===== src/hdl/cache_way_replacement_policy_assert.svh =====
// Assertion macros shared by the replacement engine.
// Every check samples on the rising edge of clk and is off while rst is high.
`ifndef CACHE_WAY_REPLACEMENT_POLICY_ASSERT_SVH
`define CACHE_WAY_REPLACEMENT_POLICY_ASSERT_SVH

// The consequent must hold in the same cycle as the antecedent.
`define CWRP_ASSERT_SAME(label, ante, cons) \
  label: assert property (@(posedge clk) disable iff (rst) (ante) |-> (cons)) \
    else $error("replacement engine check failed");

// The consequent must hold in the cycle after the antecedent.
`define CWRP_ASSERT_NEXT(label, ante, cons) \
  label: assert property (@(posedge clk) disable iff (rst) (ante) |=> (cons)) \
    else $error("replacement engine check failed");

`endif


===== src/hdl/cwrp_ram.sv =====
// Simple dual-port RAM: one write port, one read port with registered data.
module cwrp_ram #(
  parameter int WIDTH = 8,
  parameter int DEPTH = 16
) (
  input  logic                                    clk,
  input  logic                                    wr_en,
  input  logic [((DEPTH > 1) ? $clog2(DEPTH) : 1)-1:0] wr_addr,
  input  logic [WIDTH-1:0]                        wr_data,
  input  logic                                    rd_en,
  input  logic [((DEPTH > 1) ? $clog2(DEPTH) : 1)-1:0] rd_addr,
  output logic [WIDTH-1:0]                        rd_data
);

  logic [WIDTH-1:0] mem [DEPTH];

  // Write and read in the same cycle return the old contents.
  always_ff @(posedge clk) begin
    if (wr_en) begin
      mem[wr_addr] <= wr_data;
    end
    if (rd_en) begin
      rd_data <= mem[rd_addr];
    end
  end

endmodule


===== config.mk =====
export PLATFORM = sky130hd
export DESIGN_NAME = cwrp_ram
export DESIGN_NICKNAME = d
export VERILOG_FILES = /design/src/hdl/cache_way_replacement_policy_assert.svh /design/src/hdl/cwrp_ram.sv
export SDC_FILE = /design/constraint.sdc
export NUM_CORES = 1
export LEC_CHECK = 0
export BUFFER_PORTS_ARGS = -buffer_cell sky130_fd_sc_hd__buf_2
export CORE_UTILIZATION = 40
export CTS_CLUSTER_DIAMETER = 30
export CTS_CLUSTER_SIZE = 14
export DETAILED_ROUTE_END_ITERATION = 7
export PLACE_DENSITY_LB_ADDON = 0.25
export REMOVE_ABC_BUFFERS = 1
export SLEW_MARGIN = 10
export SYNTH_ARGS = -nofsm -noshare
export SYNTH_HDL_FRONTEND = slang
export SYNTH_SLANG_ARGS = --single-unit

===== constraint.sdc =====
create_clock -name clk -period 2.3 [get_ports clk]
set_input_delay 0.23 -clock clk [delete_from_list [all_inputs] [get_ports clk]]
set_output_delay 0.23 -clock clk [all_outputs]
set_load 0.02 [all_outputs]

# After elaboration in Yosys (flattened, before gate mapping)
# Memory sizes are Yosys's and may differ from the RTL's. A register that Yosys moved wholly into a read port is not among the register bits.
# Cells that the tools add are included.
[totals]
reg_bits = 0
ramBits = 128
input_bits = 19
out_inout_bits = 8
word_cells = 3
n_memories = 1
[op_classes]
muxes = 2
[mem_list]
columns = ["name", "words", "width", "rd", "rd_clocked_by_memory_dff", "wr", "line", "rtl"]
rows = [
  ["mem", 16, 8, 1, 1, 1, "cwrp_ram.sv:15", "logic [WIDTH-1:0] mem [DEPTH];"],
]
[op_table]
columns = ["operator", "count"]
rows = [
  ["1-bit 2-to-1 mux", 2],
]

# Logic depth before layout (Yosys ltp)
[depth]
ltp_word = 2
mapped_depth = 5
depth_no_buf = 3

# Worst setup path after synthesis
# Ideal clock, no wire load.
[synth_timing]
path_kind = "input to register"
startpoint = "input port wr_addr[2] (netlist name)"
endpoint = "memory mem[0][0], enable pin"
arrival_time_ns = 1.340
setup_slack_ns = 0.577
path_stages = 2
path_cell_list = "or3b_2 nor3_1"
[synth_rtl]
columns = ["item", "line", "rtl"]
rows = [
  ["start: declaration", "cwrp_ram.sv:8", "input logic [((DEPTH > 1) ? $clog2(DEPTH) : 1)-1:0] wr_addr,"],
  ["end: declaration", "cwrp_ram.sv:15", ""],
]
# No word-level cell before the write port.

==> flow_summary_export.csv <==
group,metric,value,unit
worst_setup_path,crit_fanout,1,
sta,timing.final.crit_share,65.2,%
final_layout,seq_area,4080,sq um
global_route,antenna_found_initial,0,
worst_setup_path,criticalPathCategory,"flop to flop",
routing,ant_nets,0,
sta,setup_tns,0,ps
routing,avgViaCountPerCell,5.12,
routing,routed-via-count,2405,
logic_synthesis,synthCells,229,
logic_synthesis,yosys_warnings,0,
run,cap_violations,0,
global_route,overflow,0,
floorplanning,fp.dieH,116,um
worst_setup_path,timing.rr.end,"rd_data[3]",
worst_setup_path,cp_data_arrival_time,1640,ps
logic_synthesis,seq_area_frac_synth,78.1,%
sta,period_needed,1500,ps
final_layout,n_antenna_cell,0,
worst_setup_path,critPathRequiredTime,2440,ps
final_layout,multi_input_area,1060,sq um
routing,drt-wirelength-per-cell,20.5,um
sta,finalSetupViolCount,0,
routing,remaining_drc_errors,0,
sta,tightest_slew,650,ps
worst_hold_path,hold_path.class,"input pin to flop",
clocking,cts_setup_buffers,0,
logic_synthesis,avgSynthCellArea,22.8,sq um
logic_synthesis,ys_ff_latch,136,
logic_synthesis,yosys.cell_types.count,18,
clocking,numCtsBuffers,17,
worst_setup_path,crit_chain,"mux4_1 -> a22oi_1 -> nand2_1",
routing,firstDrtPassIters,4,
final_layout,layout_common_cells,"edfxtp_1 (136), buf_2 (26), buf_4 (20)",
final_layout,syn_to_final_growth,18.2,%
place,io_buffers,26,
sta,holdWs,188,ps
clocking,htreeDepth,4,
clocking,clock-sinks,136,
worst_setup_path,critPathLaunchType,"flop",
clocking,cts_hold_buf,0,
worst_setup_path,r2r_setup_slack,800,ps
clocking,cts_tree,"yes",
power_and_ir_drop,peakVddDrop,0.580,mV
sta,skew,4.21,ps
global_route,track_usage,15.8,%
worst_hold_path,hold_depth,1,
floorplanning,core-area,12700,sq um
clocking,insertion_delay,400,ps
place,dp_hpwl,6.15,mm
power_and_ir_drop,p_per_area,881,nW/um^2
sta,rsz0062_at_grt,"false",
sta,fmax,666,MHz
worst_hold_path,min_to,"rd_data[6]",
worst_setup_path,r2r-start,"mem[8][3]",
worst_setup_path,critical_path.top_delay_family,"multiplexers",
power_and_ir_drop,p_leak,0.00209,uW
sta,relSlewSlack,56.5,%
clocking,cts_buffer_depth,2,
global_route,grt_pass1_wl,14.5,mm
clocking,cts_root_buf,"clkbuf_16",
sta,hold_viol_final,0,
clocking,clk_pin_slew,50,ps
floorplanning,die-area,13500,sq um
worst_setup_path,slowest_delay,510,ps
floorplanning,io_pins,27,
worst_setup_path,cp-end-kind,"flop",
place,gp_congestion,0.713,
logic_synthesis,netlist_area,5230,sq um
clocking,cts_repair_resize_count,0,
worst_setup_path,cp_num_buf_inv,0,
floorplanning,fp.dieW,116,um
sta,slew_violations,0,
routing,first_iter_violations,246,
final_layout,num-fill-cells,1057,
routing,detail_route.wirelength,9.64,mm
global_route,grt_pass1_vias,2478,
outcome,status,"finished clean",
worst_setup_path,cp.depth,3,
worst_setup_path,cp_slowest_cell,"mux4_1",
final_layout,drive_gt1_share,31.5,%
global_route,grt_max_degree,19,
final_layout,nets,304,
floorplanning,rows,41,
final_layout,final_common_cell,"edfxtp_1",
worst_hold_path,holdCritStartpoint,"rd_en",
worst_setup_path,r2r_cells,3,
floorplanning,start_util,41.3,%
[cells by family (layout without fill, tap and decap cells)]
family,count (synthesis),in the layout,share of synthesized area (%)
mux,32,32,14.8
flops,136,136,78.1
simple gates,35,35,3.14
buf+inv,10,79,1.65
compound gates,16,16,2.30
[final cells by class]
class                      instances  share of cell area (%)
multi-input combinational         83                    17.1
tap                              172                    3.48
clock inverter                    13                    1.42
sequential                       136                    66.1
clock buffer                      19                    7.01
timing repair buffer              47                    4.86
[layer usage]
metal / track usage (%) / wire (um) / vias up
li1: - / - / 1091
met1: 21.2 / 4390 / 1248
met2: 25.1 / 4800 / 54
met3: 3.11 / 358 / 12
met4: 6.92 / 94 / 0
met5: 0 / 0 / -
[synth_stat cells]
cell	instances	area, sq um
and2_1	1	6.26
nand3b_1	2	15.0
buf_6	3	33.8
and2b_1	1	7.51
mux4_2	18	405
nand2b_1	2	12.5
nor2_1	13	48.8
clkdlybuf4s25_2	3	30.0
buf_2	3	15.0
mux4_1	14	368
nand3_1	1	5.00
buf_4	1	7.51
nor3_1	4	20.0
a22oi_1	16	120
or3b_2	1	8.76
nand2_1	9	33.8
nor2b_1	1	6.26
edfxtp_1	136	4080
[registers in the layout, summed over array words and instances, names as in the netlist]
register	cells
mem	128
rd_data	8
[how the worst max path moves through the flow]
stage                     startpoint          to  slack, ps
after floorplan           wr_addr[2]   mem[0][0]        580
after global placement    rd_addr[0]  rd_data[7]        460
after detailed placement  rd_addr[0]  rd_data[7]        450
after CTS                  mem[8][3]  rd_data[3]        780
after global routing       mem[8][3]  rd_data[3]        710
final                      mem[8][3]  rd_data[3]        800
[report_power, final]
part | switching (uW) | internal (uW) | total (uW) | leakage [uW]
sequential | 13.4 | 2790 | 2810 | 0.00124
combinational | 154 | 109 | 263 | 0.000588
clock | 918 | 1450 | 2370 | 0.000268
[stage by stage]
step,worst slack [ps],utilization (%),cells,instance area (sq um),power (uW)
finish,800,48.8,470,6180,5440
global route,707,48.8,470,6180,5610
CTS,779,48.8,470,6180,5480
detailed placement,454,44.6,438,5660,3130
global placement,460,44.6,438,5660,3120
floorplan,577,-,219,5140,2980
Power figures use the tool's default switching activity.
